--- config.mk ---
export PLATFORM = sky130hd
export DESIGN_NAME = bounded_stack_calculator_top
export DESIGN_NICKNAME = d
export VERILOG_FILES = /design/src/rtl/bsc_pkg.sv /design/src/rtl/bsc_stack_mem.sv /design/src/rtl/bsc_core.sv /design/src/rtl/bounded_stack_calculator_top.sv
export VERILOG_INCLUDE_DIRS = /design/src /design/src/rtl
export SDC_FILE = /design/constraint.sdc
export NUM_CORES = 2
export LEC_CHECK = 0
export BUFFER_PORTS_ARGS = -buffer_cell sky130_fd_sc_hd__buf_2
export CAP_MARGIN = 20
export CELL_PAD_IN_SITES_DETAIL_PLACEMENT = 1
export CELL_PAD_IN_SITES_GLOBAL_PLACEMENT = 1
export CORE_AREA = 2 2 367 369
export CTS_BUF_LIST = sky130_fd_sc_hd__clkbuf_4
export DETAILED_ROUTE_END_ITERATION = 16
export DIE_AREA = 0 0 369 371
export HOLD_SLACK_MARGIN = 0.06
export PLACE_DENSITY = 0.57
export SKIP_CTS_REPAIR_TIMING = 1
export SLEW_MARGIN = 20
export SYNTH_ARGS = -nofsm -noshare
export SYNTH_HDL_FRONTEND = slang
export SYNTH_SLANG_ARGS = --single-unit
--- constraint.sdc ---
create_clock -name i_clk -period 14.4 [get_ports i_clk]
set_clock_uncertainty 0.15 [all_clocks]
set_input_delay 2.16 -clock i_clk [delete_from_list [all_inputs] [get_ports i_clk]]
set_output_delay 2.16 -clock i_clk [all_outputs]
set_load 0.02 [all_outputs]
--- src/rtl/assert_macros.svh ---
// ----------------------------------------------------------------------------
// assert_macros.svh
// concurrent assertion wrappers shared by the rtl
// ----------------------------------------------------------------------------
`ifndef ASSERT_MACROS_SVH
`define ASSERT_MACROS_SVH

// checked only while out of reset
`define ASSERT_CLK(label, prop, msg) \
    label: assert property (@(posedge i_clk) disable iff (!i_rst_n) (prop)) else $error(msg);

// checked at every edge, reset included
`define ASSERT_ALWAYS(label, prop, msg) \
    label: assert property (@(posedge i_clk) (prop)) else $error(msg);

`endif

--- src/rtl/bsc_pkg.sv ---
// ----------------------------------------------------------------------------
// bsc_pkg
// shared constants, codes and types of the bounded stack calculator
// ----------------------------------------------------------------------------
package bsc_pkg;

    localparam int KIND_W    = 3;
    localparam int VALUE_W   = 32;
    localparam int RESULT_W  = 32;
    localparam int STATUS_W  = 2;
    localparam int FILL_W    = 5;
    localparam int CAP_W     = 5;

    localparam int DEPTH_DEF     = 16;
    localparam int WORD_BITS_DEF = 32;

    localparam logic [CAP_W-1:0] CAP_RESET = 5'd16;

    // operation codes
    localparam logic [KIND_W-1:0] KIND_PUSH    = 3'd0;
    localparam logic [KIND_W-1:0] KIND_POP     = 3'd1;
    localparam logic [KIND_W-1:0] KIND_TOP     = 3'd2;
    localparam logic [KIND_W-1:0] KIND_ADD     = 3'd3;
    localparam logic [KIND_W-1:0] KIND_MUL     = 3'd4;
    localparam logic [KIND_W-1:0] KIND_RESTART = 3'd5;

    // error states
    localparam logic [STATUS_W-1:0] ST_OK      = 2'd0;
    localparam logic [STATUS_W-1:0] ST_FULL    = 2'd1;
    localparam logic [STATUS_W-1:0] ST_NO_DATA = 2'd2;

    typedef struct packed {
        logic wr;   // spill the second entry into the memory
        logic rd;   // refill the below-second register from the memory
        logic fwd;  // load the below-second register with the write data
    } t_mem_ctl;

    typedef struct packed {
        logic [RESULT_W-1:0] result;
        logic [STATUS_W-1:0] status;
        logic                refused;
        logic [FILL_W-1:0]   fill;
    } t_result;

endpackage

--- src/rtl/bsc_stack_mem.sv ---
// ----------------------------------------------------------------------------
// bsc_stack_mem
// storage for the entries below the top two, registered read
// ----------------------------------------------------------------------------
module bsc_stack_mem #(
    parameter int DEPTH     = bsc_pkg::DEPTH_DEF,
    parameter int WORD_BITS = bsc_pkg::WORD_BITS_DEF
) (
    input  logic                     i_clk,
    input  bsc_pkg::t_mem_ctl        i_ctl,
    input  logic [$clog2(DEPTH)-1:0] i_waddr,
    input  logic [WORD_BITS-1:0]     i_wdata,
    input  logic [$clog2(DEPTH)-1:0] i_raddr,
    output logic [WORD_BITS-1:0]     o_rdata
);
    import bsc_pkg::*;

    logic [WORD_BITS-1:0] r_mem [DEPTH];
    logic [WORD_BITS-1:0] r_rdata;

    always_ff @(posedge i_clk) begin
        if (i_ctl.wr) begin
            r_mem[i_waddr] <= i_wdata;
        end
        // a push moves the second entry down, so it is also the new third
        if (i_ctl.fwd) begin
            r_rdata <= i_wdata;
        end else if (i_ctl.rd) begin
            r_rdata <= r_mem[i_raddr];
        end
    end

    assign o_rdata = r_rdata;

endmodule

--- src/rtl/bsc_core.sv ---
// ----------------------------------------------------------------------------
// bsc_core
// stack state and the combinational operation datapath
// ----------------------------------------------------------------------------
module bsc_core #(
    parameter int DEPTH     = bsc_pkg::DEPTH_DEF,
    parameter int WORD_BITS = bsc_pkg::WORD_BITS_DEF
) (
    input  logic                             i_clk,
    input  logic                             i_rst_n,
    input  logic                             i_fire,
    input  logic [bsc_pkg::KIND_W-1:0]       i_kind,
    input  logic [bsc_pkg::VALUE_W-1:0]      i_value,
    input  logic [bsc_pkg::CAP_W-1:0]        i_capacity,
    output bsc_pkg::t_result                 o_res,
    output logic [$clog2(DEPTH+1)-1:0]       o_count
);
    import bsc_pkg::*;

    localparam int CW    = $clog2(DEPTH + 1);
    localparam int AW    = $clog2(DEPTH);
    localparam int CMP_W = (CW > CAP_W) ? CW : CAP_W;

    // top two entries and the bottom entry live in registers
    logic [WORD_BITS-1:0] r_top, n_top;
    logic [WORD_BITS-1:0] r_second, n_second;
    logic [WORD_BITS-1:0] r_bottom, n_bottom;
    logic [CW-1:0]        r_count, n_count;
    logic [STATUS_W-1:0]  r_err, n_err;

    logic [WORD_BITS-1:0] w_below;
    logic [WORD_BITS-1:0] w_val;
    logic [63:0]          w_val_ext;
    logic [WORD_BITS-1:0] w_sum;
    logic [WORD_BITS-1:0] w_prod;
    logic [WORD_BITS-1:0] w_arith;
    logic [WORD_BITS-1:0] w_res;
    logic [63:0]          w_res_ext;
    logic                 w_refused;
    logic                 w_full;
    t_mem_ctl             w_ctl;
    t_mem_ctl             w_ctl_gated;

    assign w_val_ext = {{(64 - VALUE_W){i_value[VALUE_W-1]}}, i_value};
    assign w_val     = w_val_ext[WORD_BITS-1:0];
    assign w_sum     = r_top + r_second;
    assign w_prod    = r_top * r_second;
    assign w_arith   = (i_kind == KIND_ADD) ? w_sum : w_prod;

    assign w_full = (CMP_W'(r_count) >= CMP_W'(i_capacity)) || (r_count == CW'(DEPTH));

    always_comb begin
        n_top     = r_top;
        n_second  = r_second;
        n_bottom  = r_bottom;
        n_count   = r_count;
        n_err     = r_err;
        w_res     = '0;
        w_refused = 1'b0;
        w_ctl     = '0;
        if (i_kind == KIND_RESTART) begin
            n_count = '0;
            n_err   = ST_OK;
        end else if (i_kind <= KIND_MUL && r_err != ST_OK) begin
            // sticky error: state holds
            w_refused = 1'b1;
            case (i_kind) inside
                KIND_POP, KIND_TOP: w_res = r_bottom;
                KIND_ADD:           w_res = '1;
                default:            w_res = '0;
            endcase
        end else begin
            case (i_kind) inside
                KIND_PUSH: begin
                    if (w_full) begin
                        n_err = ST_FULL;
                    end else begin
                        n_top     = w_val;
                        n_second  = r_top;
                        w_ctl.fwd = 1'b1;
                        w_ctl.wr  = (r_count >= CW'(2));
                        if (r_count == '0) begin
                            n_bottom = w_val;
                        end
                        n_count = r_count + CW'(1);
                    end
                end
                KIND_POP, KIND_TOP: begin
                    if (r_count == '0) begin
                        n_err = ST_NO_DATA;
                    end else begin
                        w_res = r_top;
                        if (i_kind == KIND_POP) begin
                            n_top    = r_second;
                            n_second = w_below;
                            w_ctl.rd = 1'b1;
                            n_count  = r_count - CW'(1);
                        end
                    end
                end
                KIND_ADD, KIND_MUL: begin
                    if (r_count <= CW'(1)) begin
                        n_err = ST_NO_DATA;
                    end else begin
                        w_res    = w_arith;
                        n_top    = w_arith;
                        n_second = w_below;
                        w_ctl.rd = 1'b1;
                        if (r_count == CW'(2)) begin
                            n_bottom = w_arith;
                        end
                        n_count = r_count - CW'(1);
                    end
                end
                default: begin
                end
            endcase
        end
    end

    assign w_ctl_gated = i_fire ? w_ctl : '0;

    bsc_stack_mem #(
        .DEPTH     (DEPTH),
        .WORD_BITS (WORD_BITS)
    ) u_mem (
        .i_clk   (i_clk),
        .i_ctl   (w_ctl_gated),
        .i_waddr (AW'(r_count - CW'(2))),
        .i_wdata (r_second),
        .i_raddr (AW'(r_count - CW'(4))),
        .o_rdata (w_below)
    );

    always_ff @(posedge i_clk) begin
        if (!i_rst_n) begin
            r_count <= '0;
            r_err   <= ST_OK;
        end else if (i_fire) begin
            r_count <= n_count;
            r_err   <= n_err;
        end
    end

    always_ff @(posedge i_clk) begin
        if (i_fire) begin
            r_top    <= n_top;
            r_second <= n_second;
            r_bottom <= n_bottom;
        end
    end

    assign w_res_ext      = 64'(w_res);
    assign o_res.result   = w_res_ext[RESULT_W-1:0];
    assign o_res.status   = n_err;
    assign o_res.refused  = w_refused;
    assign o_res.fill     = FILL_W'(n_count);
    assign o_count        = r_count;

endmodule

--- src/rtl/bounded_stack_calculator_top.sv ---
// ----------------------------------------------------------------------------
// bounded_stack_calculator_top
// bounded stack of signed words with push, pop, top, add, multiply, restart
// ----------------------------------------------------------------------------
//  channel | direction | signals
//  --------+-----------+------------------------------------------------------
//  s       | in        | i_s_tvalid, o_s_tready, i_s_tdata, i_s_tuser
//  m       | out       | o_m_tvalid, i_m_tready, o_m_tdata, o_m_tuser
//  cfg     | in        | i_cfg_valid, o_cfg_ready, i_cfg_data
//
//  one item per cycle sustained while the receiver keeps up; result registered
//  after acceptance (input register, then result register), the operation
//  is combinational between them on the top-two registers and
//  a prefetched third entry; reset clears count, error and capacity (16);
//  entries are not cleared; a stalled result holds in the output register, the
//  input register backs up behind it and then tready drops
// ----------------------------------------------------------------------------
module bounded_stack_calculator_top #(
    parameter int DEPTH     = bsc_pkg::DEPTH_DEF,
    parameter int WORD_BITS = bsc_pkg::WORD_BITS_DEF
) (
    input  logic                        i_clk,
    input  logic                        i_rst_n,
    input  logic                        i_s_tvalid,
    output logic                        o_s_tready,
    input  logic [31:0]                 i_s_tdata,   // value[31:0]
    input  logic [2:0]                  i_s_tuser,   // kind[2:0]
    output logic                        o_m_tvalid,
    input  logic                        i_m_tready,
    output logic [39:0]                 o_m_tdata,   // result[31:0], fill[36:32], zero
    output logic [2:0]                  o_m_tuser,   // status[1:0], refused[2]
    input  logic                        i_cfg_valid,
    output logic                        o_cfg_ready,
    input  logic [bsc_pkg::CAP_W-1:0]   i_cfg_data
);
    import bsc_pkg::*;

    `include "assert_macros.svh"

    localparam int CW = $clog2(DEPTH + 1);

    logic                r_in_valid;
    logic [KIND_W-1:0]   r_in_kind;
    logic [VALUE_W-1:0]  r_in_value;
    logic                r_out_valid;
    t_result             r_out;
    logic [CAP_W-1:0]    r_capacity;

    logic                w_adv;
    t_result             w_res;
    logic [CW-1:0]       w_count;
    logic                w_step_op;
    logic [CW-1:0]       w_count_up;

    assign w_adv       = r_in_valid && (!r_out_valid || i_m_tready);
    assign o_s_tready  = !r_in_valid || w_adv;
    assign o_cfg_ready = 1'b1;

    always_ff @(posedge i_clk) begin
        if (!i_rst_n) begin
            r_in_valid  <= 1'b0;
            r_out_valid <= 1'b0;
            r_capacity  <= CAP_RESET;
        end else begin
            if (o_s_tready) begin
                r_in_valid <= i_s_tvalid;
            end
            if (w_adv) begin
                r_out_valid <= 1'b1;
            end else if (i_m_tready) begin
                r_out_valid <= 1'b0;
            end
            if (i_cfg_valid) begin
                r_capacity <= i_cfg_data;
            end
        end
    end

    always_ff @(posedge i_clk) begin
        if (o_s_tready && i_s_tvalid) begin
            r_in_kind  <= i_s_tuser;
            r_in_value <= i_s_tdata;
        end
        if (w_adv) begin
            r_out <= w_res;
        end
    end

    bsc_core #(
        .DEPTH     (DEPTH),
        .WORD_BITS (WORD_BITS)
    ) u_core (
        .i_clk      (i_clk),
        .i_rst_n    (i_rst_n),
        .i_fire     (w_adv),
        .i_kind     (r_in_kind),
        .i_value    (r_in_value),
        .i_capacity (r_capacity),
        .o_res      (w_res),
        .o_count    (w_count)
    );

    assign o_m_tvalid = r_out_valid;
    assign o_m_tdata  = {3'b000, r_out.fill, r_out.result};
    assign o_m_tuser  = {r_out.refused, r_out.status};

    // an item other than restart moves the count by at most one
    assign w_step_op  = w_adv && (r_in_kind != KIND_RESTART);
    assign w_count_up = w_count + CW'(1);

    `ASSERT_ALWAYS(a_rst_empty, !i_rst_n |=> !o_m_tvalid && !r_in_valid, "not idle after reset")
    `ASSERT_CLK(a_refused_err, o_m_tvalid && r_out.refused |-> r_out.status != ST_OK, "bad refused")
    `ASSERT_CLK(a_count_step, w_step_op |=> w_count_up - $past(w_count) <= CW'(2), "count jump")
    `ASSERT_CLK(a_fill_bound, w_count <= CW'(DEPTH), "count beyond depth")

endmodule

-- After elaboration in Yosys (flattened, before gate mapping)
Memories as Yosys holds them, arrays and structs flattened.
Index checks and enable logic that the tools add are counted.
- $lt $le $gt $ge: 4
- div/mod/pow operators: 0
- equal/unequal tests: 14
- $add $sub $neg: 5
- shift-type cells: 0
- reductions and logical operators: 20
- mux-type cells: 67
- bitwise logic cells: 2
- $mul: 1
- operators by type and width (operator ; count):
    32-bit two-way mux ; 32
    5-bit two-way mux ; 9
    32-bit adder ; 1
    32-bit by 32-bit multiplier with 32-bit output ; 1
    2-bit two-way mux ; 8
    1-bit two-way mux ; 15
    2-bit nonzero test ; 5
    3-bit two-way mux ; 3
    9-bit AND reduction ; 1
    8-bit AND reduction ; 1
    3-bit by 2-bit == test with 1-bit output, second input constant ; 2
    3-bit == test, second input constant ; 2
    3-bit by 2-bit != test with 1-bit output, second input constant ; 2
    5-bit by 1-bit adder with 5-bit output, second input constant ; 1
    5-bit by 2-bit == test with 1-bit output, second input constant ; 1
    5-bit == test, second input constant ; 1
    5-bit by 2-bit >= comparator with 1-bit output, second input constant ; 1
    5-bit >= comparator ; 1
    5-bit by 1-bit less-or-equal comparator with 1-bit output, second input constant ; 1
    5-bit zero test ; 1
    5-bit by 1-bit subtractor with 5-bit output, second input constant ; 1
    2-bit by 1-bit != test with 1-bit output, second input constant ; 2
    2-bit != test, second input constant ; 2
    2-bit OR reduction ; 2
    11 further kinds ; 17
- word-level logic and storage cells: 129
- bits in read-only memories: 0
- latch bits: 0
- output and inout port bits: 46
- memories kept: 1
- bits in writable memories: 512
- register bits after elaboration: 217
- bits of input ports: 45
- memories (memory ; depth ; bits a word ; read ports ; clocked after memory_dff ; wr ports ; line ; source):
    u_core.u_mem.r_mem ; 16 ; 32 ; 1 ; 0 ; 1 ; bsc_stack_mem.sv:18 ; logic [WORD_BITS-1:0] r_mem [DEPTH];

-- Logic depth before layout (Yosys ltp)
- word-level depth: 10
- mapped depth: 29

-- Hierarchy
A second synthesis with hierarchy kept.
- cells, all modules: 3653
- area total of the unflattened synthesis: 46986.3 µm²
- by module, submodules not included (module ; instances ; area an instance (µm²) ; cells an instance ; seq. area each (µm²)):
    bsc_core ; 1 ; 23462.5 ; 2671 ; 3022.9
    bsc_stack_mem ; 1 ; 20940.1 ; 876 ; 16335.7
    bounded_stack_calculator_top ; 1 ; 2583.7 ; 106 ; 2392.3

-- Worst setup path after synthesis
No wires, ideal clock.
- path kind: register to register
- from: reg u_core.r_count[0], in the netlist u_core.o_count[0]
- to: reg u_core.r_second[0] (enable)
- setup time: 565 ps
- cell stages (with the launch flop): 14
- arrival: 7045 ps
- slack: 6640 ps
- path buffers: 3
- clock period less this slack: 7760 ps
- path through: dfxtp_1 -> clkbuf_1 -> clkbuf_1 -> inv_1 -> ha_1 -> nand2b_1 -> a21o_1 -> a21o_1 -> a21o_1 -> a21oi_1 -> and2_1 -> clkbuf_1 -> nor2_1 -> nor3_1
- cells in the longest elaborated chain, start to end: 4
- RTL lines (element ; line ; source):
    start: declaration ; bsc_core.sv:28 ; logic [CW-1:0] r_count, n_count;
    start signal: assignment ; bsc_core.sv:140 ; r_count <= n_count;
    5-bit >= comparator / 5-bit == test (equally long branches) ; bsc_core.sv:50 ; assign w_full = (CMP_W'(r_count) >= CMP_W'(i_capacity)) || (r_count == CW'(DEPTH));
    1-bit logical OR ; bsc_core.sv:50 ;
    2-bit != test (no line) ; n/a ;
    8-bit AND reduction (no line) * ; n/a ;
    end signal: assignment ; bsc_core.sv:148 ; r_second <= n_second;
    end: declaration ; bsc_core.sv:26 ; logic [WORD_BITS-1:0] r_second, n_second;
Mark *: on every way between the ends. The rest lies on a longest branch, timed or not.
A chain may end at the register's enable or synchronous reset.

-- Final worst setup path
- from: reg u_core.r_top[8]
- to: reg r_out, in the netlist o_m_tdata[26], data pin
- cells in the longest elaborated chain, start to end: 7
- RTL lines (element ; line ; source):
    start: declaration ; bsc_core.sv:25 ; logic [WORD_BITS-1:0] r_top, n_top;
    start signal: assignment ; bsc_core.sv:147 ; r_top <= n_top;
    32-bit by 32-bit multiplier with 32-bit output / 32-bit adder (equally long branches) ; bsc_core.sv:47, bsc_core.sv:46 ;
    32-bit two-way mux * ; bsc_core.sv:48 ; assign w_arith = (i_kind == KIND_ADD) ? w_sum : w_prod;
    32-bit two-way mux * ; bsc_core.sv:102 ; if (r_count <= CW'(1)) begin
    32-bit two-way mux * (3 in a row) ; bsc_core.sv:73 ; case (i_kind) inside
    32-bit two-way mux * ; bsc_core.sv:64 ; end else if (i_kind <= KIND_MUL && r_err != ST_OK) begin
    end signal: assignment ; bounded_stack_calculator_top.sv:85 ; r_out <= w_res;
    end: declaration ; bounded_stack_calculator_top.sv:46 ; t_result r_out;
Marks and branches as above.

==> flow_summary.yaml <==
sta:
  max-slew-margin-rel_pct: 21.0
  fin_setup_tns_ps: 0
  fin_crit_sh_pct: 60.3
  timing.fmax_mhz: 115
  rsz0062_at_grt: "no"
  fin_ws_ps: 5720
  hold_violations: 0
  min_period_ps: 8680
  drv_slew: 0
  worst_pin_slew_ps: 1180
  setup_viol: 0
cts:
  clockRootBuffer: "clkbuf_4"
  cts_tree: "built"
  path_clk_slew_ps: 60
  h-tree-depth: 4
  cts_max_path_buffers: 3
  cts.sinks: 729
  clock_latency_ps: 1110
  cts_buffers: 189
synthesis:
  mappedNetlistArea_mm2: 0.0463
  syn_avg_cell_area_um2: 13.1
  synth.distinct_cells: 74
  yosys.area_share.simple_pct: 9.49
  synth-edff-count: 715
  ys.flop_type: "edfxtp_1"
  synth_top_family_by_area: "adder cells"
  synthAdderAreaFrac_pct: 22.2
  syn_inst: 3528
  ys_seq_area_share_pct: 47.0
  synth-xor-area-share_pct: 2.16
  muxShareOfSynthArea_pct: 8.99
  ys_warn_count: 0
  synth_compound_area_share_pct: 5.14
  ys_async_sr_fraction_pct: 0
  synth-seq-cells: 729
global_routing:
  grt_util_all_layers_pct: 21.6
  grt_max_degree: 76
  antenna_found_initial: 9
  grt_pass1_wl_um: 216000
  grt.overflow.total: 0
  grt_pass1_vias: 31800
die:
  die_w_um: 369
  die_area_mm2: 0.137
  die_y_um: 371
  io_pins: 91
  start_util_pct: 34.9
  std_cell_rows: 134
  core_mm2: 0.133
setup_path:
  endpoint_kind: "flop"
  slowest_stage: "edfxtp_1"
  r2r_start: "u_core.r_top[8]"
  r2r_end: "o_m_tdata[26]"
  reg2regPathDepth: 25
  rrSetupSlack_ps: 5720
  max_stage_delay_ps: 730
  arrival_ps: 9340
  required_ps: 15060
  worst-path-max-fanout: 19
  timing.critical_path.mode_cell: "fa_1"
  crit_type: "reg -> reg"
  startpoint_type: "flop"
route:
  viasPerCell: 5.19
  num_vias: 29100
  post_drt_wl_per_cell_um: 25.9
  routed_wl_um: 145000
  ant_nets: 0
  drt_iter0_drc: 2127
  drcViolationCount: 0
  drt-pass1-iter-count: 5
hold_path:
  hp-class: "reg -> reg"
  hold_start: "u_core.r_err[0]"
  whs_endpoint: "u_core.r_err[0]"
  min_path_cells: 2
outcome:
  status: "completed"
final_layout:
  drive_above_1_share_pct: 18.3
  syn_to_final_growth_pct: 10.8
  layout_common_cells: "edfxtp_1 (715), fa_1 (409), inv_1 (399)"
  regArea_mm2: 0.0218
  n_fill_cell: 14100
  multiInputGateArea_mm2: 0.0224
  fin_nets: 4321
  layout.cells.most_common: "edfxtp_1"
place:
  post-place-ws_ps: 5770
  finalWeightedCongestion: 0.815
  dp_hpwl_um: 94300
  io_buffers: 86
job:
  drv_cap: 0
-- layer usage --
metal | global-route usage (%) | routed length (um) | share of wire (%)
met5 | 0 | 14 | 0.0097
met4 | 4.71 | 1820 | 1.3
met3 | 3.13 | 7440 | 5.1
met2 | 35.5 | 69900 | 48
met1 | 30.4 | 65700 | 45
-- synth_stat cells, types with 19 or more instances --
| cell type | count | area (um2) |
|---|---|---|
| mux4_2 | 160 | 3600 |
| nand2_1 | 390 | 1460 |
| mux2i_1 | 19 | 190 |
| edfxtp_1 | 715 | 21500 |
| o22ai_1 | 22 | 138 |
| fa_1 | 409 | 8190 |
| a21oi_1 | 151 | 756 |
| o21ai_0 | 57 | 285 |
| ha_1 | 169 | 2110 |
| inv_1 | 400 | 1500 |
| xnor2_1 | 85 | 744 |
| xor2_1 | 29 | 254 |
| a21o_1 | 26 | 195 |
| and2_1 | 305 | 1910 |
| mux2_2 | 33 | 372 |
| nor2_1 | 127 | 477 |
| clkbuf_1 | 176 | 661 |
-- critical path: cells and delay by family (launching register included) --
family | cells | cell delay [ps]
flops | 1 | 730
buf+inv | 5 | 720
xor+xnor | 1 | 290
compound gates | 7 | 1740
fa+ha+maj | 10 | 4320
simple gates | 2 | 440
-- state kept, by name (all words and copies together), names as in the netlist --
register / flops
u_core.u_mem.r_mem: 512
r_in_value: 32
u_core.r_bottom: 32
r_in_kind: 3
o_m_tvalid: 1
r_in_valid: 1
u_core.u_mem.o_rdata: 32
u_core.r_top: 32
o_m_tuser: 3
r_capacity: 5
u_core.r_second: 32
u_core.r_err: 2
u_core.o_count: 5
o_m_tdata: 37
-- final cells by class --
type                            instances  area share (%)
Multi-Input combinational cell       2200            43.7
Sequential cell                       729            42.4
Tap cell                             1768            4.31
Clock buffer                          262            3.83
Inverter                              401            2.93
Timing Repair Buffer                  177            2.21
Clock inverter                         61           0.607
Antenna cell                            7          0.0341
-- logic make-up (layout without fill, tap and decap cells) --
family                   count (synthesis)  count (layout)
adder cells (fa/ha/maj)                578             578
other                                    2              11
AND/OR/NAND/NOR                        914             914
AO/OA/AOI/OAI                          378             378
flip-flops                             729             729
XOR/XNOR                               114             114
multiplexers                           212             212
buffers and inverters                  601             901
-- metrics by stage --
stage | hold slack, ps | area (um2) | instances | util (%)
after floorplan | 303 | 46300 | 3530 | -
after global placement | 347 | 49000 | 5273 | 36.9
after detailed placement | 356 | 49000 | 5274 | 36.9
after CTS | 365 | 51300 | 5597 | 38.6
after global routing | 393 | 51300 | 5604 | 38.7
final | 368 | 51300 | 5605 | 38.7
-- worst max path at each step --
stage               slack [ps]            endpoint  cells past startpoint         startpoint
finish                    5720       o_m_tdata[26]                     25    u_core.r_top[8]
global route              5260    u_core.r_top[30]                     26    u_core.r_top[8]
CTS                       5680    u_core.r_top[30]                     26    u_core.r_top[8]
detailed placement        5770    u_core.r_top[30]                     26    u_core.r_top[8]
global placement          5810    u_core.r_top[30]                     26    u_core.r_top[8]
floorplan                 6640  u_core.r_second[0]                     13  u_core.o_count[0]
Power is left out: the tool's default activity adds up to more than one toggle a clock period on the data nets, which glitch-free logic cannot reach.
